<file path="src/rtl/assert_macros.svh">
// Assertion macros shared by the RTL that carries checks.
// Each macro expects a clock named clk and an active-low reset named arst_n in scope.
`ifndef ASSERT_MACROS_SVH
`define ASSERT_MACROS_SVH

// Same-cycle implication, disabled while reset is asserted.
`define ASSERT_IMPLIES(label, ante, cons) \
	label: assert property (@(posedge clk) disable iff (!arst_n) (ante) |-> (cons)) \
		else $error("assertion failed");

// Next-cycle implication, disabled while reset is asserted.
`define ASSERT_NEXT(label, ante, cons) \
	label: assert property (@(posedge clk) disable iff (!arst_n) (ante) |=> (cons)) \
		else $error("assertion failed");

`endif

</file>
<file path="src/rtl/ipbs_pkg.sv">
// Shared types, register codes and width helpers for the integer power unit.
// No dependencies; every other RTL file imports this package.
package ipbs_pkg;

	localparam int unsigned MAX_BITS_DEFAULT = 64;

	// Configuration port geometry: two 32-bit registers at byte addresses 0 and 4.
	localparam int unsigned ADDR_W = 3;
	localparam int unsigned DATA_W = 32;

	localparam logic REG_SIGNED_MODE  = 1'b0;
	localparam logic REG_WIDTH_SELECT = 1'b1;

	localparam logic       SIGNED_MODE_RESET  = 1'b1;
	localparam logic [1:0] WIDTH_SELECT_RESET = 2'd3;

	typedef struct packed {
		logic       signed_mode;
		logic [1:0] width_select;
	} cfg_t;

	// Element width in bits, clamped to the datapath width.
	function automatic logic [6:0] elem_width(logic [1:0] ws, int unsigned maxb);
		logic [6:0] w;
		w = 7'd8 << ws;
		if (w > 7'(maxb)) begin
			w = 7'(maxb);
		end
		return w;
	endfunction

	// Low-order mask of wsz ones; wsz is between 8 and 64.
	function automatic logic [63:0] width_mask64(logic [6:0] wsz);
		return ~64'd0 >> (7'd64 - wsz);
	endfunction

endpackage

</file>
<file path="src/rtl/ipbs_cfg_regs.sv">
// Configuration register file behind the APB-style port.
// Depends on ipbs_pkg for register codes, reset values and cfg_t.
module ipbs_cfg_regs (
	input  logic                         clk,
	input  logic                         arst_n,
	input  logic                         psel,
	input  logic                         penable,
	input  logic                         pwrite,
	input  logic [ipbs_pkg::ADDR_W-1:0]  paddr,
	input  logic [ipbs_pkg::DATA_W-1:0]  pwdata,
	output logic [ipbs_pkg::DATA_W-1:0]  prdata,
	output logic                         pready,
	output ipbs_pkg::cfg_t               cfg
);
	import ipbs_pkg::*;

	logic       signed_mode_q;
	logic [1:0] width_select_q;
	logic       wr_en;
	logic       reg_idx;

	assign pready  = 1'b1;
	assign wr_en   = psel && penable && pwrite && pready;
	assign reg_idx = paddr[ADDR_W-1];

	always_ff @(posedge clk or negedge arst_n) begin
		if (!arst_n) begin
			signed_mode_q  <= SIGNED_MODE_RESET;
			width_select_q <= WIDTH_SELECT_RESET;
		end else if (wr_en) begin
			case (reg_idx)
				REG_SIGNED_MODE:  signed_mode_q  <= pwdata[0];
				REG_WIDTH_SELECT: width_select_q <= pwdata[1:0];
				default: ;
			endcase
		end
	end

	always_comb begin
		case (reg_idx)
			REG_SIGNED_MODE:  prdata = {{(DATA_W-1){1'b0}}, signed_mode_q};
			REG_WIDTH_SELECT: prdata = {{(DATA_W-2){1'b0}}, width_select_q};
			default:          prdata = '0;
		endcase
	end

	assign cfg.signed_mode  = signed_mode_q;
	assign cfg.width_select = width_select_q;

endmodule

</file>
<file path="config.mk">
export PLATFORM = sky130hd
export DESIGN_NAME = ipbs_cfg_regs
export DESIGN_NICKNAME = d
export VERILOG_FILES = /design/src/rtl/assert_macros.svh /design/src/rtl/ipbs_pkg.sv /design/src/rtl/ipbs_cfg_regs.sv
export SDC_FILE = /design/constraint.sdc
export NUM_CORES = 1
export LEC_CHECK = 0
export BUFFER_PORTS_ARGS = -buffer_cell sky130_fd_sc_hd__buf_4
export CAP_MARGIN = 25
export CELL_PAD_IN_SITES_DETAIL_PLACEMENT = 0
export CELL_PAD_IN_SITES_GLOBAL_PLACEMENT = 1
export CORE_MARGIN = 2
export CORE_UTILIZATION = 14
export CTS_CLUSTER_SIZE = 40
export DETAILED_ROUTE_END_ITERATION = 8
export PLACE_DENSITY = 0.9
export SETUP_SLACK_MARGIN = 0.4
export SLEW_MARGIN = 20
export SYNTH_ARGS = -nofsm -noshare
export SYNTH_HDL_FRONTEND = slang
export SYNTH_SLANG_ARGS = --single-unit
</file>
<file path="constraint.sdc">
create_clock -name clk -period 1.1 [get_ports clk]
set_clock_uncertainty 0.05 [all_clocks]
set_input_delay 0.22 -clock clk [delete_from_list [all_inputs] [get_ports clk]]
set_output_delay 0.22 -clock clk [all_outputs]
set_load 0.01 [all_outputs]
</file>
Word level (Yosys, flattened, before mapping)
Index checks and enable logic that the tools add are counted.
{ "word_totals": {"out_inout_bits": 36, "wordCells": 8, "register_bits": 3} }
{ "classes": {"n_mux": 1, "bitwise_logic": 1, "reduce_logical": 4} }
{ "op_table": {"columns": ["operator", "count"], "rows": [
  ["$pmux W32 S2", 1],
  ["$reduce_and A2 Y1", 2],
  ["$logic_and A1 B1 Y1", 2],
  ["$not A1 Y1", 1]
]} }

Logic depth before layout (Yosys ltp)
{ "logic_depth": {"depth_word": 3, "depth_mapped": 2, "ltp_nobuf": 2} }

Least setup slack after synthesis
Ideal clock, no wire load.
{ "synth_timing": {"path_kind": "register -> output", "from": "register width_select_q[0]", "to": "output port prdata[0] (netlist bit)", "required_ps": 830, "slack_ps": 118, "path_stages_with_launch": 2, "arrival_ps": 712, "path_cell_list": "dfstp_2 mux2_2"} }
{ "synth_via": {"elab_chain_len": 1} }
{ "synth_lines": {"columns": ["item", "line_no", "text"], "rows": [
  ["start, declared", "ipbs_cfg_regs.sv:18", "logic [1:0] width_select_q;"],
  ["start signal, assigned", "ipbs_cfg_regs.sv:33", "REG_WIDTH_SELECT: width_select_q <= pwdata[1:0];"],
  ["$pmux W32 S2", "ipbs_cfg_regs.sv:40", "case (reg_idx)"],
  ["end, declared", "ipbs_cfg_regs.sv:11", "output logic [ipbs_pkg::DATA_W-1:0] prdata,"]
]} }
Every way passes these cells. The select of a mux whose other input is x is not followed.

Final worst setup path
{ "layout_timing": {"from": "register signed_mode_q", "to": "output port prdata[0] (netlist bit)"} }
{ "layout_via": {"elab_chain_len": 1} }
{ "layout_lines": {"columns": ["item", "line_no", "text"], "rows": [
  ["start, declared", "ipbs_cfg_regs.sv:17", "logic signed_mode_q;"],
  ["start signal, assigned", "ipbs_cfg_regs.sv:32", "REG_SIGNED_MODE: signed_mode_q <= pwdata[0];"],
  ["$pmux W32 S2", "ipbs_cfg_regs.sv:40", null]
]} }
Every way passes these cells. The select of a mux whose other input is x is not followed.

==> summary.txt <==
Synthesis
  • Post-Syn Area per Cell: 8.96 µm²
  • Synth Register Bits: 3
  • Sequential fraction of the synthesis area: 20.0%
  • Distinct cell type count after synthesis: 8
  • Synth Instances: 44
  • Ys Warns: 0
  • Mapped Area: 394 µm²

Detailed routing
  • Pre-antenna DRT Iters: 2
  • Vias: 231
  • Drt total wl: 541 µm
  • Wire per inst: 5.95 µm
  • Antenna Nets Post-Route: 0
  • DRC viols: 0
  • Vias/cell: 2.54
  • 1st-iter DRT viols: 10

Power and ir drop
  • Peak VDD IR: 735 µV
  • Pwr/cell area: 1330 nW/µm²
  • Leak: 0.261 nW

CTS
  • Clk_lat worst skew: 0.23 ns
  • H-tree levels: 1
  • Clk root buf: clkbuf_4
  • Sink Count: 3
  • Total CTS buffers: 3
  • CTS tree: done
  • CTS Buffer Depth: 2
  • CTS clk-pin slew, worst paths: 0.04 ns

Min path
  • Hold path start: pwdata[0]
  • Worst hold endpoint: signed_mode_q
  • Hold path cells: 2
  • Min-Delay Path Class: in2reg

Worst setup path
  • R2r worst-path depth: 2
  • Crit Path Class: reg2out
  • Arrival time worst endpoint: 1.00 ns
  • R2R Setup Slk: 0.23 ns
  • Reg2reg start: width_select_q[0]
  • Worst EP required: 0.83 ns
  • Worst Path Max Fanout: 3
  • Worst Setup Start Kind: flop
  • Setup crit end kind: primary output
  • Reg-to-reg endpoint: width_select_q[0]

STA
  • Period Utilization, post-route: 116%
  • Post-route setup slack: -0.174 ns
  • # setup viols final: 5
  • Fin. Hold Viols: 0
  • RSZ-0062 raised after global routing: true
  • Slew Viols, Final: 0
  • Max Clock Freq: 785 MHz
  • Minimum clock period: 1.27 ns

Floorplanning
  • Core ar.: 2710 µm²
  • Top-level I/O count: 76
  • Die footprint: 3260 µm²
  • Site Rows: 19
  • Die X: 57.1 µm
  • Initial core utilization: 14.5%
  • Die height: 57.1 µm

Cells and area
  • Area delta synth->final: 19.4%
  • Layout cell share with drive strength beyond 1: 40.0%
  • Core Util, Final: 17.4%
  • Diodes inserted: 0
  • Nets: 101
  • Most common library cell in the layout ignoring fill and taps: conb_1
  • Final Cell Area: 470 µm²
  • Most frequent cells in the layout: 31 x conb_1, 10 x buf_4, 4 x buf_6

Outcome
  • Status: finished, violations left
  • Failing checks: setup timing

Placed design
  • HPWL after DPL: 417 µm
  • Port bufs: 12
  • Gpl congestion: 0.783
  • Placed inst area: 400 µm²

Global routing
  • Largest net degree at the start of global routing: 5
  • GRT overflow: 0
  • Total GRT Usage: 3.47%
  • Initial antenna violation count: 0
  • Vias in the first global route: 178
  • First-pass GRT wire length: 793 µm

Flow run
  • Max cap viols: 0
[flip-flops by register name (all words and copies together) (netlist names)]
register        cells
width_select_q      2
signed_mode_q       1
[power by group]
part / internal [mW] / switching [mW]
clock: 0.136 / 0.0590
combinational: 0.146 / 0.114
sequential: 0.153 / 0.0170
[synth_stat cells]
library cell	instances	area share, %
mux2_1	1	2.9
nand4b_1	1	2.2
dfstp_2	3	20
mux2_2	3	8.6
nand4_1	1	1.6
and2_2	1	1.9
conb_1	2	1.9
buf_4	32	61
[layout make-up]
class / count / area [µm²]
repair buffers: 15 / 130
multi-input cells: 38 / 196
well taps: 31 / 38.8
flip-flops and latches: 3 / 78.8
fillers: 314 / 2240
clock buffers: 4 / 26.3
[worst max-delay path by stage]
stage | to | depth (start not counted) | start | slack (ns)
after CTS | prdata[0] | 2 | signed_mode_q | -0.19
after global placement | prdata[0] | 3 | paddr[2] | 0.06
after floorplan | prdata[0] | 1 | width_select_q[0] | 0.13
after detailed placement | prdata[0] | 3 | paddr[2] | 0.06
after global routing | prdata[0] | 2 | signed_mode_q | -0.20
final | prdata[0] | 2 | signed_mode_q | -0.17
[cell families after synthesis]
group,share of synthesized area [%]
buf+inv,61.0
mux,11.4
flops,20.0
simple gates,5.72
other cells,1.91
[worst max-delay path: stages (launching register included)]
cell and delay [ns]:
dfstp_2 0.54, mux2_4 0.14, buf_6 0.09
[layer usage]
layer / vias to the layer above / share of wire [%] / track usage, %
li1: 107 / - / -
met1: 96 / 30 / 3.05
met4: 0 / 1.3 / 3.99
met2: 26 / 51 / 4.93
met5: - / 0 / 0
met3: 2 / 17 / 2.27
[repair_timing]
| item | 4_1_cts | 5_1_grt |
|---|---|---|
| hold buffers | 1 | 0 |
| buffers inserted | 2 | 0 |
| endpoints found under the hold margin | 3 | 0 |
| gates resized for setup | 5 | 0 |
| endpoints found under the setup margin | 8 | 8 |
[through the flow]
| step | hold WS, ns | cells | total power [mW] | TNS (ns) | worst slack [ns] |
|---|---|---|---|---|---|
| after floorplan | 0.0222 | 73 | 0.386 | 0 | 0.133 |
| after global placement | 0.125 | 84 | 0.371 | 0 | 0.0611 |
| after detailed placement | 0.131 | 84 | 0.373 | 0 | 0.0579 |
| after CTS | 0.160 | 91 | 0.636 | -0.685 | -0.187 |
| after global routing | 0.171 | 91 | 0.663 | -0.777 | -0.196 |
| final | 0.170 | 91 | 0.626 | -0.632 | -0.174 |
Note: power is estimated with default switching activity, not from simulation.
