### config.mk
export PLATFORM = sky130hd
export DESIGN_NAME = ipbs_prep
export DESIGN_NICKNAME = d
export VERILOG_FILES = /design/src/rtl/assert_macros.svh /design/src/rtl/ipbs_pkg.sv /design/src/rtl/ipbs_prep.sv
export SDC_FILE = /design/constraint.sdc
export NUM_CORES = 1
export LEC_CHECK = 0
export BUFFER_PORTS_ARGS = -buffer_cell sky130_fd_sc_hd__buf_2
export CAP_MARGIN = 15
export CORE_UTILIZATION = 39
export CTS_BUF_LIST = sky130_fd_sc_hd__clkbuf_8
export CTS_CLUSTER_DIAMETER = 200
export CTS_CLUSTER_SIZE = 16
export DETAILED_ROUTE_END_ITERATION = 8
export PLACE_DENSITY = 0.8
export SLEW_MARGIN = 20
export SYNTH_ARGS = -nofsm -noshare
export SYNTH_HDL_FRONTEND = slang
export SYNTH_SLANG_ARGS = --single-unit
### constraint.sdc
create_clock -name clk -period 0.8 [get_ports clk]
set_input_delay 0.12 -clock clk [delete_from_list [all_inputs] [get_ports clk]]
set_output_delay 0.12 -clock clk [all_outputs]
set_load 0.02 [all_outputs]
### src/rtl/assert_macros.svh
// Assertion macros shared by the RTL that carries checks.
// Each macro expects a clock named clk and an active-low reset named arst_n in scope.
`ifndef ASSERT_MACROS_SVH
`define ASSERT_MACROS_SVH

// Same-cycle implication, disabled while reset is asserted.
`define ASSERT_IMPLIES(label, ante, cons) \
	label: assert property (@(posedge clk) disable iff (!arst_n) (ante) |-> (cons)) \
		else $error("assertion failed");

// Next-cycle implication, disabled while reset is asserted.
`define ASSERT_NEXT(label, ante, cons) \
	label: assert property (@(posedge clk) disable iff (!arst_n) (ante) |=> (cons)) \
		else $error("assertion failed");

`endif

### src/rtl/ipbs_pkg.sv
// Shared types, register codes and width helpers for the integer power unit.
// No dependencies; every other RTL file imports this package.
package ipbs_pkg;

	localparam int unsigned MAX_BITS_DEFAULT = 64;

	// Configuration port geometry: two 32-bit registers at byte addresses 0 and 4.
	localparam int unsigned ADDR_W = 3;
	localparam int unsigned DATA_W = 32;

	localparam logic REG_SIGNED_MODE  = 1'b0;
	localparam logic REG_WIDTH_SELECT = 1'b1;

	localparam logic       SIGNED_MODE_RESET  = 1'b1;
	localparam logic [1:0] WIDTH_SELECT_RESET = 2'd3;

	typedef struct packed {
		logic       signed_mode;
		logic [1:0] width_select;
	} cfg_t;

	// Element width in bits, clamped to the datapath width.
	function automatic logic [6:0] elem_width(logic [1:0] ws, int unsigned maxb);
		logic [6:0] w;
		w = 7'd8 << ws;
		if (w > 7'(maxb)) begin
			w = 7'(maxb);
		end
		return w;
	endfunction

	// Low-order mask of wsz ones; wsz is between 8 and 64.
	function automatic logic [63:0] width_mask64(logic [6:0] wsz);
		return ~64'd0 >> (7'd64 - wsz);
	endfunction

endpackage

### src/rtl/ipbs_prep.sv
// Entry stage: masks operands to the element width and folds the
// negative-exponent cases into an equivalent base^1. Depends on ipbs_pkg.
module ipbs_prep #(
	parameter int unsigned DW = ipbs_pkg::MAX_BITS_DEFAULT
) (
	input  logic           clk,
	input  logic           arst_n,
	input  ipbs_pkg::cfg_t cfg,
	input  logic           vld_in,
	input  logic [DW-1:0]  base_in,
	input  logic [DW-1:0]  exp_in,
	output logic           vld_out,
	output logic [DW-1:0]  b_out,
	output logic [DW-1:0]  e_out
);
	import ipbs_pkg::*;

	logic [DW-1:0] m;
	logic [DW-1:0] top_bit;
	logic [DW-1:0] b_m;
	logic [DW-1:0] e_m;
	logic          neg;
	logic [DW-1:0] b_sel;
	logic [DW-1:0] e_sel;
	logic          vld_s1;
	logic [DW-1:0] b_s1;
	logic [DW-1:0] e_s1;

	assign m       = DW'(width_mask64(elem_width(cfg.width_select, DW)));
	assign top_bit = m ^ (m >> 1);
	assign b_m     = base_in & m;
	assign e_m     = exp_in & m;
	assign neg     = cfg.signed_mode && ((e_m & top_bit) != '0);

	// Negative exponent: raise the special result to the first power.
	always_comb begin
		b_sel = b_m;
		e_sel = e_m;
		if (neg) begin
			e_sel = DW'(1);
			if (b_m == DW'(1)) begin
				b_sel = DW'(1);
			end else if (b_m == m) begin
				b_sel = e_m[0] ? m : DW'(1);
			end else begin
				b_sel = '0;
			end
		end
	end

	always_ff @(posedge clk or negedge arst_n) begin
		if (!arst_n) begin
			vld_s1 <= 1'b0;
		end else begin
			vld_s1 <= vld_in;
		end
	end

	always_ff @(posedge clk) begin
		b_s1 <= b_sel;
		e_s1 <= e_sel;
	end

	assign vld_out = vld_s1;
	assign b_out   = b_s1;
	assign e_out   = e_s1;

endmodule

# Word-level counts from Yosys, hierarchy flattened
# Index checks and enable logic that the tools add are counted.
dict set report word_totals {
  word_cells 20
  input_bits 134
  register_bits 129
  out_inout_bits 129
}
dict set report classes {
  magnitude_cmp 1
  bitwise 4
  eq_ne 2
  muxes 5
  n_addsub 1
  n_reduce_logical 2
  shift 2
}
# op count
set ops {}
lappend ops {{$mux W64} 4}
lappend ops {{$and A64 B64 Y64} 3}
lappend ops {{$eq A64 B1 Y1 const B} 1}
lappend ops {{$eq A64 B64 Y1} 1}
lappend ops {{$reduce_bool A64 Y1} 1}
lappend ops {{$shr A64 B7 Y64 const A} 1}
lappend ops {{$xor A64 B63 Y64} 1}
lappend ops {{$gt A7 B7 Y1 const B} 1}
lappend ops {{$mux W7} 1}
lappend ops {{$shl A4 B2 Y7 const A} 1}
lappend ops {{$sub A7 B7 Y7 const A} 1}
lappend ops {{$logic_and A1 B1 Y1} 1}

# Longest topological paths before layout
# Gate-level depths: netlist (run 1).
dict set report depth {
  ltp_word 10
  depth_mapped 7
  mapped_depth_nobuf 5
}

# Worst setup path after synthesis (run 1)
# OpenSTA, ideal clock, no wires.
dict set report synth_path {
  kind {input-to-reg}
  from {input port base_in[31]}
  to {register b_s1[17], in the netlist b_out[17]}
  path_stages 6
  arrival_ns 1.548
  n_path_buf 1
  required_time_ns 0.734
  path_slack_ns -0.814
  setup_time_ns 0.066
  cell_sequence {nand4_1 o41ai_2 nand3_2 or4_4 buf_6 a21boi_2}
}
dict set report synth_via {
  elab_chain_cells 5
  word_cells_on_any_way 6
  classes_between {eq/ne (2); mux (3); bitwise (1)}
}
# element line
set synth_lines {}
lappend synth_lines {{start: declaration} ipbs_prep.sv:10} ;# input logic [DW-1:0] base_in,
lappend synth_lines {{$and A64 B64 Y64 *} ipbs_prep.sv:31} ;# assign b_m = base_in & m;
lappend synth_lines {{$eq A64 B64 Y1} ipbs_prep.sv:43} ;# end else if (b_m == m) begin
lappend synth_lines {{$mux W64} ipbs_prep.sv:43}
lappend synth_lines {{$mux W64 *} ipbs_prep.sv:41} ;# if (b_m == DW'(1)) begin
lappend synth_lines {{$mux W64 *} ipbs_prep.sv:39} ;# if (neg) begin
lappend synth_lines {{named net b_sel[17]} ipbs_prep.sv:23} ;# logic [DW-1:0] b_sel;
lappend synth_lines {{end signal: assignment} ipbs_prep.sv:60} ;# b_s1 <= b_sel;
lappend synth_lines {{end: declaration} ipbs_prep.sv:26} ;# logic [DW-1:0] b_s1;
# Mark *: on every way through the listed nets, which the timed path passes. The rest lies on a longest branch.
# A chain may end at the register's enable or synchronous reset.

# Worst setup path in the final report (run 1)
dict set report layout_path {
  from {input port base_in[9]}
  to {register b_s1[5], in the netlist b_out[5]}
}
# Same word-level chain as after synthesis.

==> impl_results.rst, run 1 <==
.. list-table::
   :header-rows: 1

   * - Metric
     - Value
   * - Status
     - finished, violations left
   * - Violated checks
     - negative setup slack
   * - Worst slew margin relative to its limit
     - 0.596
   * - Warnings from Yosys
     - 0
   * - Post-synthesis cell area
     - 4140 um2
   * - Part of the power in registers
     - 0.412
   * - Yosys top cell area share
     - 0.619
   * - Clock tree sinks
     - 129
   * - Net Sw Frac
     - 0.297
   * - Height of the die
     - 105 um
   * - Number of slew-limit violations in the final report
     - 0
   * - Number of setup violations in the final report
     - 257
   * - Crit path arrival time
     - 1950 ps
   * - Standard cell with the maximum stage delay on the critical path
     - sky130_fd_sc_hd__or4_4
   * - Kind of cell with the highest combined delay on the critical path
     - simple AND/OR/NAND/NOR gates
   * - CTS tree
     - done
   * - RSZ-0062 raised after global routing
     - true
   * - Type of the worst setup path
     - in -> reg
   * - Worst-Margin Slew
     - between 500 and 600 ps
   * - Gate Count Post-Synth
     - ~370
   * - Number of global-route vias before repair
     - approximately 5600
   * - Routed wire length
     - 28000 um
   * - Total non-filler cell area in the finished layout
     - 9590 um2
   * - Count of TritonRoute iterations in the first routing pass
     - 5
   * - Grt total ovfl
     - 0
   * - Placed Cells incl. Taps
     - 828
   * - DR DRC count
     - 0
   * - Post-layout worst setup margin
     - -819 ps
   * - Longest individual stage delay on the worst path
     - around 540 ps
   * - Final-stage net count
     - 978
   * - Count of maximum capacitance violations
     - 0
   * - Placed cell areas
     - 6230 um2
   * - Top achievable clock speed
     - roughly 600 MHz
   * - Final cycle utilization of the critical path
     - 2.02
   * - Fillers
     - 297
   * - Switching power summed over all nets
     - 5.12 mW
   * - Cell taking the most area after synthesis
     - sky130_fd_sc_hd__dfxtp_1
   * - Clock-pin slew on the worst setup and hold paths
     - approximately 110 ps
   * - Starting density of the core
     - 0.401
   * - HPWL after detailed placement
     - 10000 um
   * - Area occupied by multi-input gates
     - 1720 um2
   * - Pwr dens
     - 1800 nW/um2
   * - Area contributors post-synth
     - sky130_fd_sc_hd__dfxtp_1 62%, sky130_fd_sc_hd__a21o_1 5.8%, sky130_fd_sc_hd__and2_1 5.7%
   * - Clock tree buffer depth
     - 2
   * - Post-synthesis cell type count
     - 36
   * - Vias
     - just under 6000
   * - Final cell count without fillers
     - 994
   * - CP endpoint kind
     - flip-flop
   * - Total nets after synthesis
     - 506
   * - Worst path bufs/invs
     - 2
   * - Port Buffer Count
     - 262
   * - Worst path required time
     - 1130 ps
   * - Top fanout value on the critical path
     - 15
   * - I/O pin count
     - 263
   * - Fraction of the yosys area taken by sequential cells
     - 0.625
   * - Layout Area Growth over Synthesis
     - 132%
   * - Wire length of the first global-routing pass
     - 31600 um
   * - Path class of the lowest-slack min-delay path
     - in -> reg
   * - Post-synthesis sequential element count
     - 129
   * - Die area
     - 11000 um2
   * - Number of rows in the core area
     - 37
   * - Antenna-violating nets left
     - 0
   * - Comb power frac
     - 0.234
   * - Total routing resource utilization after global routing
     - 0.387
   * - Clock share of power
     - 0.354
   * - Largest net degree at the start of global routing
     - 55
   * - FF/Latch Area
     - 2750 um2
   * - Floorplan Core Area
     - 10300 um2
   * - RD Place Congestion
     - 0.828
   * - Avg Inst Size Synth
     - 11.1 um2
   * - Leak pwr
     - 4.74 nW
   * - Power Internal
     - 12.1 mW
   * - Antenna violations before repair
     - 3
   * - Nature of the critical path startpoint
     - primary input
   * - Horizontal die dimension
     - between 100 and 150 um
   * - IR drop worst, VDD
     - 1.01 mV
   * - Tmin final
     - 1620 ps
   * - Max H-tree Level
     - 4
   * - Clock buffer count from CTS
     - 17
   * - Crit-path cells
     - buf_2 -> nand4_1 -> o21ai_2 -> nand3_4 -> or4_4 -> buf_12 -> nand2_1
   * - Final Hold Fails
     - 0
   * - Final routed wire length divided by cell count
     - 28.2 um
   * - Violation count after the first detailed-route iteration
     - 575
   * - Buffer type at the clock tree root
     - sky130_fd_sc_hd__clkbuf_8
   * - Vias per cell
     - 5.82
   * - Fraction of layout cells with a size suffix above 1
     - 0.715
[routing by layer]
layer / share of wire / track usage
met5: 0.00089 / 0
met4: 0.11 / 0.298
met3: 0.12 / 0.0961
met2: 0.47 / 0.712
met1: 0.30 / 0.368
[synthesized netlist by cell type]
cell type / n
sky130_fd_sc_hd__or4_4: 1
sky130_fd_sc_hd__o31a_1: 2
sky130_fd_sc_hd__nor2_1: 3
sky130_fd_sc_hd__nand2_1: 40
sky130_fd_sc_hd__nor4_1: 13
sky130_fd_sc_hd__o41ai_2: 1
sky130_fd_sc_hd__dfrtp_1: 1
sky130_fd_sc_hd__or2_1: 1
sky130_fd_sc_hd__or4_1: 1
sky130_fd_sc_hd__o31ai_1: 1
sky130_fd_sc_hd__nor3b_1: 1
sky130_fd_sc_hd__a21boi_2: 15
sky130_fd_sc_hd__nand3_2: 1
sky130_fd_sc_hd__a21boi_0: 1
sky130_fd_sc_hd__mux2_2: 1
sky130_fd_sc_hd__buf_2: 4
sky130_fd_sc_hd__a21oi_1: 9
sky130_fd_sc_hd__o2111ai_1: 1
sky130_fd_sc_hd__a21oi_2: 1
sky130_fd_sc_hd__nor4_4: 1
sky130_fd_sc_hd__o32ai_1: 1
sky130_fd_sc_hd__a21o_1: 32
sky130_fd_sc_hd__nand2_2: 1
sky130_fd_sc_hd__nor3_1: 2
sky130_fd_sc_hd__inv_1: 2
sky130_fd_sc_hd__nor4b_1: 1
sky130_fd_sc_hd__mux4_2: 1
sky130_fd_sc_hd__and2_1: 38
sky130_fd_sc_hd__and3_1: 25
sky130_fd_sc_hd__or3_1: 1
sky130_fd_sc_hd__a31oi_1: 2
sky130_fd_sc_hd__dfxtp_1: 128
sky130_fd_sc_hd__nand4_1: 18
sky130_fd_sc_hd__clkbuf_1: 17
sky130_fd_sc_hd__o21ai_1: 1
sky130_fd_sc_hd__buf_6: 3
[cells by family (layout without fill, tap and decap cells)]
kind of cell	after synthesis	after routing	synth area share
AO/OA/AOI/OAI	67	67	0.132
buffers and inverters	26	511	0.0302
flip-flops	129	129	0.625
multiplexers	2	2	0.00816
other	0	1	0
AND/OR/NAND/NOR	148	148	0.204
[cells in the final DEF (no fill, tap or decap), types with 2 or more instances in the layout]
master,instances
sky130_fd_sc_hd__nor4_4,4
sky130_fd_sc_hd__dlygate4sd3_1,102
sky130_fd_sc_hd__clkbuf_8,17
sky130_fd_sc_hd__and3_1,19
sky130_fd_sc_hd__buf_16,4
sky130_fd_sc_hd__buf_8,9
sky130_fd_sc_hd__nand2_1,36
sky130_fd_sc_hd__o31a_1,2
sky130_fd_sc_hd__inv_1,4
sky130_fd_sc_hd__clkinv_4,3
sky130_fd_sc_hd__and3_4,6
sky130_fd_sc_hd__a21oi_2,6
sky130_fd_sc_hd__buf_4,75
sky130_fd_sc_hd__a21boi_2,15
sky130_fd_sc_hd__clkinv_2,3
sky130_fd_sc_hd__or4_4,2
sky130_fd_sc_hd__nand2_2,4
sky130_fd_sc_hd__and2_1,12
sky130_fd_sc_hd__clkinvlp_4,3
sky130_fd_sc_hd__clkbuf_16,8
sky130_fd_sc_hd__buf_6,154
sky130_fd_sc_hd__nor4_2,4
sky130_fd_sc_hd__a21oi_1,2
sky130_fd_sc_hd__nand4_1,18
sky130_fd_sc_hd__a21o_1,32
sky130_fd_sc_hd__buf_12,8
sky130_fd_sc_hd__bufinv_16,3
sky130_fd_sc_hd__buf_2,116
sky130_fd_sc_hd__a21oi_4,2
sky130_fd_sc_hd__nor4_1,6
sky130_fd_sc_hd__and2_4,26
sky130_fd_sc_hd__nor2_1,3
sky130_fd_sc_hd__dfxtp_2,127
[area by class of cell]
cell class,count,share of cell area
timing repair buffer,477,0.473
inverter,2,0.000783
antenna,1,0.000261
tap,136,0.0177
sequential,129,0.287
multi-input combinational,217,0.179
clock buffer,17,0.0244
clock inverter,15,0.0177
[power by group through the flow]
stage / logic (mW) / registers (mW) / clock network, mW
global placement: 2.13 / 7.00 / 0
CTS: 3.19 / 7.02 / 5.74
global route: 4.11 / 7.11 / 6.33
finish: 4.02 / 7.10 / 6.09
floorplan: 0.552 / 7.47 / 0
detailed placement: 2.17 / 7.01 / 0
[timing repair]
| item | in CTS | in global routing |
|---|---|---|
| endpoints found under the hold margin | 99 | 1 |
| endpoints found under the setup margin | 256 | 256 |
| pin swaps | 7 | 10 |
| buffers inserted | 5 | 12 |
| gates cloned | 5 | 12 |
| hold buffers | 101 | 1 |
| gates resized for setup | 414 | 84 |
[worst paths after layout]
| path | start | endpoint | slack [ps] | cells past startpoint |
|---|---|---|---|---|
| min in group asynchronous | arst_n | vld_out | 490 | 3 |
| max in group asynchronous | arst_n | vld_out | 200 | 3 |
| hold / removal | base_in[61] | b_out[61] | 20 | 3 |
| setup / recovery | base_in[9] | b_out[5] | -820 | 7 |
[per-stage QoR]
step                      setup TNS, ps  power, mW   util  hold WS [ps]  setup WS, ps
after floorplan                  -68220       8.03      -          -176          -781
after global placement          -103760       9.13  0.604          -105          -996
after detailed placement        -107260       9.19  0.604         -99.6         -1080
final                            -95520       17.2  0.929          16.3          -819
after global routing            -104280       17.5  0.929          7.79          -912
after CTS                        -77220       15.9  0.867          2.36          -555
[registers in the layout (all words and copies together), names as in the netlist]
name and cells:
b_out 64, e_out 64, vld_out 1
Power figures use the tool's default switching activity.
==> run 2, diff against run 1 <==
- CORE_ASPECT_RATIO: unset -> 0.7
- REMOVE_ABC_BUFFERS: unset -> 1
==> run 2 against run 1 <==
Effect of this change:
- the run ends with design-rule violations, negative setup slack left
- clock power fell by 2%
- worst hold slack improved by 7.2 ps
- die area barely moved
- via count fell by 9.8%
- non-clock buffer count fell by 5
- flip-flop and latch count did not move
- global-route usage fell by 4.9 points
- maximum frequency rose by 12%
==> impl_results.rst, run 2 (synthesis gave the netlist of run 1 again) <==
.. list-table::
   :header-rows: 1

   * - Metric
     - Value
   * - Worst path required time
     - 1150 ps
   * - Type of the worst setup path
     - in -> reg
   * - CTS tree
     - done
   * - Nature of the critical path startpoint
     - primary input
   * - Vias per cell
     - 5.30
   * - Clock tree sinks
     - 129
   * - RSZ-0062 raised after global routing
     - true
   * - RD Place Congestion
     - 0.927
   * - Vias
     - 5220
   * - Final cell count without fillers
     - 985
   * - Number of slew-limit violations in the final report
     - 0
   * - Clock tree buffer depth
     - 2
   * - Routed wire length
     - 22000 um
   * - IR drop worst, VDD
     - 1.16 mV
   * - Horizontal die dimension
     - 125 um
   * - Antenna-violating nets left
     - 0
   * - Max H-tree Level
     - 4
   * - Worst path bufs/invs
     - 3
   * - Worst-Margin Slew
     - 840 ps
   * - Tmin final
     - 1440 ps
   * - Count of maximum capacitance violations
     - 0
   * - Port Buffer Count
     - 262
   * - Starting density of the core
     - 0.401
   * - Final Hold Fails
     - 0
   * - Final cycle utilization of the critical path
     - 1.80
   * - Leak pwr
     - 4.68 nW
   * - Count of TritonRoute iterations in the first routing pass
     - 7
   * - Commonest cells after routing, fill and taps aside
     - 166 x sky130_fd_sc_hd__buf_6, 128 x sky130_fd_sc_hd__dfxtp_2, 107 x sky130_fd_sc_hd__buf_2
   * - Height of the die
     - 88.2 um
   * - Antenna violations before repair
     - 1
   * - Layout Area Growth over Synthesis
     - 128%
   * - Wire length of the first global-routing pass
     - 27900 um
   * - Most common library cell in the layout ignoring fill and taps
     - sky130_fd_sc_hd__buf_6
   * - I/O pin count
     - 263
   * - Grt total ovfl
     - 0
   * - Comb power frac
     - 0.220
   * - Power Internal
     - 12.1 mW
   * - Fraction of layout cells with a size suffix above 1
     - 0.703
   * - Top achievable clock speed
     - 695 MHz
   * - HPWL after detailed placement
     - 9710 um
   * - Post-route setup TNS
     - -87920 ps
   * - Net Sw Frac
     - 0.275
   * - Path class of the lowest-slack min-delay path
     - in -> reg
   * - DR DRC count
     - 32
   * - Status
     - finished, violations left
   * - Part of the power in registers
     - 0.422
   * - Final routed wire length divided by cell count
     - around 22 um
   * - Worst slew margin relative to its limit
     - 0.438
   * - Standard cell with the maximum stage delay on the critical path
     - sky130_fd_sc_hd__or4_4
   * - Total non-filler cell area in the finished layout
     - 9430 um2
   * - Overall power
     - 16.7 mW
   * - Floorplan Core Area
     - 10300 um2
   * - Clock-pin slew on the worst setup and hold paths
     - 70 ps
   * - Clock share of power
     - 0.357
   * - Largest net degree at the start of global routing
     - 35
   * - Post-layout worst setup margin
     - -640 ps
   * - Top fanout value on the critical path
     - 21
   * - Kind of cell with the highest combined delay on the critical path
     - simple AND/OR/NAND/NOR gates
   * - Pwr dens
     - 1770 nW/um2
   * - Crit path arrival time
     - about 1800 ps
   * - Crit-path cells
     - buf_6 -> nand4_1 -> nor4_4 -> buf_4 -> a21oi_4 -> or4_4 -> buf_12 -> a21boi_2
   * - Clock buffer count from CTS
     - 17
   * - Switching power summed over all nets
     - 4.60 mW
   * - Number of setup violations in the final report
     - 257
   * - Placed Cells incl. Taps
     - 823
   * - Die area
     - 11000 um2
   * - Violated checks
     - design-rule violations, negative setup slack
   * - CP endpoint kind
     - flip-flop
   * - Number of global-route vias before repair
     - approximately 5200
   * - Buffer type at the clock tree root
     - sky130_fd_sc_hd__clkbuf_8
   * - Total routing resource utilization after global routing
     - 0.338
   * - Placed cell areas
     - 6170 um2
   * - Violation count after the first detailed-route iteration
     - 444
   * - Final-stage net count
     - 973
   * - Number of rows in the core area
     - 31
   * - Longest individual stage delay on the worst path
     - between 400 and 500 ps
## run 2: changes by cell type in the layout (fill, tap and decap cells not counted), sizes merged
cell	delta
buf	-3
clkbuf	-2
clkinvlp	-1
dlygate4sd3	+1
## run 2: what timing repair did
action	4_1_cts	5_1_grt
setup endpoints to repair	256	256
gates cloned	8	6
hold endpoints to repair	95	6
resized for setup	423	78
setup buffers	9	9
pin swaps	8	41
hold buffers	97	6
## run 2: stage by stage
step | hold WS, ps | setup WS, ps | utilization
after CTS | 0.611 | -559 | 0.872
after global placement | -94.9 | -971 | 0.598
final | 23.4 | -640 | 0.914
after detailed placement | -94.4 | -1070 | 0.598
after global routing | 15.4 | -673 | 0.914
after floorplan | -176 | -1320 | -
## run 2: power by group through the flow
stage / clock, mW / combinational, mW / sequential, mW
after detailed placement: 0 / 2.15 / 7.01
final: 5.96 / 3.68 / 7.06
after global placement: 0 / 2.10 / 7.00
after CTS: 5.81 / 3.25 / 7.01
after floorplan: 0 / 0.442 / 7.47
after global routing: 6.27 / 3.81 / 7.08
## run 2: layout make-up
| class | instances | area [um2] |
|---|---|---|
| Antenna cell | 1 | 2.50 |
| Clock buffer | 18 | 248 |
| Clock inverter | 14 | 166 |
| Fill cell | 363 | 887 |
| Inverter | 2 | 7.51 |
| Multi-Input combinational cell | 217 | 1640 |
| Sequential cell | 129 | 2750 |
| Tap cell | 132 | 165 |
| Timing Repair Buffer | 472 | 4450 |
## run 2: worst min-delay path, cell delays in order
cell and delay (ps):
sky130_fd_sc_hd__buf_2 100, sky130_fd_sc_hd__buf_4 110, sky130_fd_sc_hd__nand2_1 40, sky130_fd_sc_hd__nand2_1 50
## run 2: final timing paths
path | from | to | cells after the start
max in group asynchronous | arst_n | vld_out | 3
setup / recovery | base_in[58] | b_out[17] | 8
hold / removal | base_in[6] | b_out[6] | 4
min in group asynchronous | arst_n | vld_out | 3
## run 2: layer usage
metal | GRT usage | vias up | part of all wire
met5 | 0 | - | 0
met4 | 0.190 | 0 | 0.056
met3 | 0.0745 | 109 | 0.068
met2 | 0.624 | 350 | 0.52
met1 | 0.369 | 2528 | 0.36
li1 | - | 2233 | -
==> run 3, diff against run 2 <==
- MAX_ROUTING_LAYER: unset -> met4
==> run 3 against run 2 <==
Effect of this change:
- the flow still finishes with violations (design-rule violations, negative setup slack)
- core utilization shrank 0.34 points
- non-clock buffer count shrank 1
- clock-buffer cell count is the same
- critical path depth stayed put
- flip-flop and latch count is the same
- via count is 1.2% lower
- combinational power decreased by 1%
==> impl_results.rst, run 3 (synthesis gave the netlist of run 1 again) <==
.. list-table::
   :header-rows: 1

   * - Metric
     - Value
   * - Status
     - finished, violations left
   * - Violated checks
     - design-rule violations, negative setup slack
   * - Worst-Margin Slew
     - 834 ps
   * - Violation count after the first detailed-route iteration
     - 424
   * - Tmin final
     - 1530 ps
   * - Path class of the lowest-slack min-delay path
     - in -> reg
   * - Comb power frac
     - 0.219
   * - Final routed wire length divided by cell count
     - 21.8 um
   * - Starting density of the core
     - 0.401
   * - Post-route setup TNS
     - -90900 ps
   * - I/O pin count
     - 263
   * - Post-layout worst setup margin
     - -730 ps
   * - Power Internal
     - approximately 12 mW
   * - Clock tree sinks
     - 129
   * - Final cycle utilization of the critical path
     - 1.91
   * - Count of TritonRoute iterations in the first routing pass
     - 7
   * - FF/Latch Area
     - roughly 2700 um2
   * - Number of setup violations in the final report
     - 257
   * - Fraction of layout cells with a size suffix above 1
     - 0.703
   * - Clock buffer count from CTS
     - 17
   * - Switching power summed over all nets
     - roughly 4.6 mW
   * - RD Place Congestion
     - 0.944
   * - Final antenna diode count
     - 0
   * - Commonest cells after routing, fill and taps aside
     - 166 x sky130_fd_sc_hd__buf_6, 128 x sky130_fd_sc_hd__dfxtp_2, 107 x sky130_fd_sc_hd__buf_2
   * - Port Buffer Count
     - 262
   * - Height of the die
     - 88.2 um
   * - Count of maximum capacitance violations
     - 0
   * - Worst slew margin relative to its limit
     - 0.442
   * - IR drop worst, VDD
     - 1.24 mV
   * - Area occupied by multi-input gates
     - 1640 um2
   * - Number of global-route vias before repair
     - 5242
   * - Most common library cell in the layout ignoring fill and taps
     - sky130_fd_sc_hd__buf_6
   * - Fillers
     - 369
   * - Antenna violations before repair
     - 0
   * - Leak pwr
     - 4.66 nW
   * - Part of the power in registers
     - 0.424
   * - Antenna-violating nets left
     - 0
   * - Routed wire length
     - 21500 um
   * - Worst path required time
     - 1150 ps
   * - Placed cell areas
     - 6170 um2
   * - Number of rows in the core area
     - 31
   * - RSZ-0062 raised after global routing
     - true
   * - Final-stage net count
     - 972
   * - CP endpoint kind
     - flip-flop
   * - HPWL after detailed placement
     - 9710 um
   * - Top fanout value on the critical path
     - 21
   * - Final Hold Fails
     - 0
   * - Wire length of the first global-routing pass
     - between 20000 and 30000 um
   * - Buffer type at the clock tree root
     - sky130_fd_sc_hd__clkbuf_8
   * - Number of slew-limit violations in the final report
     - 0
   * - Clock share of power
     - 0.358
   * - Largest net degree at the start of global routing
     - 35
   * - Pwr dens
     - 1770 nW/um2
   * - Dpl ws
     - -1070 ps
   * - Net Sw Frac
     - 0.274
   * - Type of the worst setup path
     - in -> reg
   * - Vias
     - 5157
   * - Total non-filler cell area in the finished layout
     - around 9400 um2
   * - Clock tree buffer depth
     - 2
   * - CTS tree
     - done
   * - Crit path arrival time
     - 1880 ps
   * - Top achievable clock speed
     - 654 MHz
   * - Total routing resource utilization after global routing
     - 0.350
   * - Clock-pin slew on the worst setup and hold paths
     - roughly 70 ps
   * - Nature of the critical path startpoint
     - primary input
   * - Vias per cell
     - 5.25
   * - Horizontal die dimension
     - 125 um
   * - DR DRC count
     - 32
   * - Floorplan Core Area
     - ~10000 um2
   * - Grt total ovfl
     - 0
   * - Die area
     - 11000 um2
   * - Layout Area Growth over Synthesis
     - 127%
   * - Max H-tree Level
     - 4
[run 3: final timing paths]
kind / startpoint / to / slack (ps) / depth (start not counted)
worst min-delay path: base_in[6] / b_out[6] / 20 / 4
min in group asynchronous: arst_n / vld_out / 570 / 3
worst max-delay path: base_in[54] / b_out[17] / -730 / 8
max in group asynchronous: arst_n / vld_out / 120 / 3
[run 3: repair_timing]
item,4_1_cts,5_1_grt
gates resized for setup,423,81
gates cloned,8,5
endpoints found under the hold margin,95,6
pin swaps,8,41
setup buffers,9,10
endpoints found under the setup margin,256,256
hold buffers,97,6
[run 3: through the flow]
| stage | utilization | power, mW | hold slack, ps | std cells |
|---|---|---|---|---|
| floorplan | - | 7.91 | -176 | 348 |
| global placement | 0.598 | 9.10 | -94.9 | 823 |
| detailed placement | 0.598 | 9.15 | -94.4 | 823 |
| CTS | 0.872 | 16.1 | 0.611 | 969 |
| global route | 0.911 | 17.2 | 13.3 | 983 |
| finish | 0.911 | 16.7 | 22.8 | 983 |
[run 3: per-layer routing]
metal,share of wire,GRT usage
met5,0,-
met4,0.047,0.178
met3,0.067,0.0812
met2,0.52,0.625
met1,0.36,0.370
[run 3: worst max-delay path, stage by stage]
cell and delay [ps]:
sky130_fd_sc_hd__buf_6 80, sky130_fd_sc_hd__nand4_1 290, sky130_fd_sc_hd__nor4_4 360, sky130_fd_sc_hd__buf_4 190, sky130_fd_sc_hd__a21oi_4 50, sky130_fd_sc_hd__or4_4 470, sky130_fd_sc_hd__buf_12 190, sky130_fd_sc_hd__a21boi_2 130
[run 3: area by class of cell]
class / instances / area share
Tap cell: 132 / 0.0176
Clock buffer: 18 / 0.0264
Multi-Input combinational cell: 217 / 0.175
Sequential cell: 129 / 0.292
Clock inverter: 14 / 0.0177
Inverter: 2 / 0.000799
Timing Repair Buffer: 471 / 0.470
[run 3: power by group through the flow]
stage | clock network, mW | registers, mW | logic [mW]
final | 5.96 | 7.06 | 3.64
after global routing | 6.31 | 7.08 | 3.77
after CTS | 5.81 | 7.01 | 3.25
after detailed placement | 0 | 7.01 | 2.15
after global placement | 0 | 7.00 | 2.10
after floorplan | 0 | 7.47 | 0.442
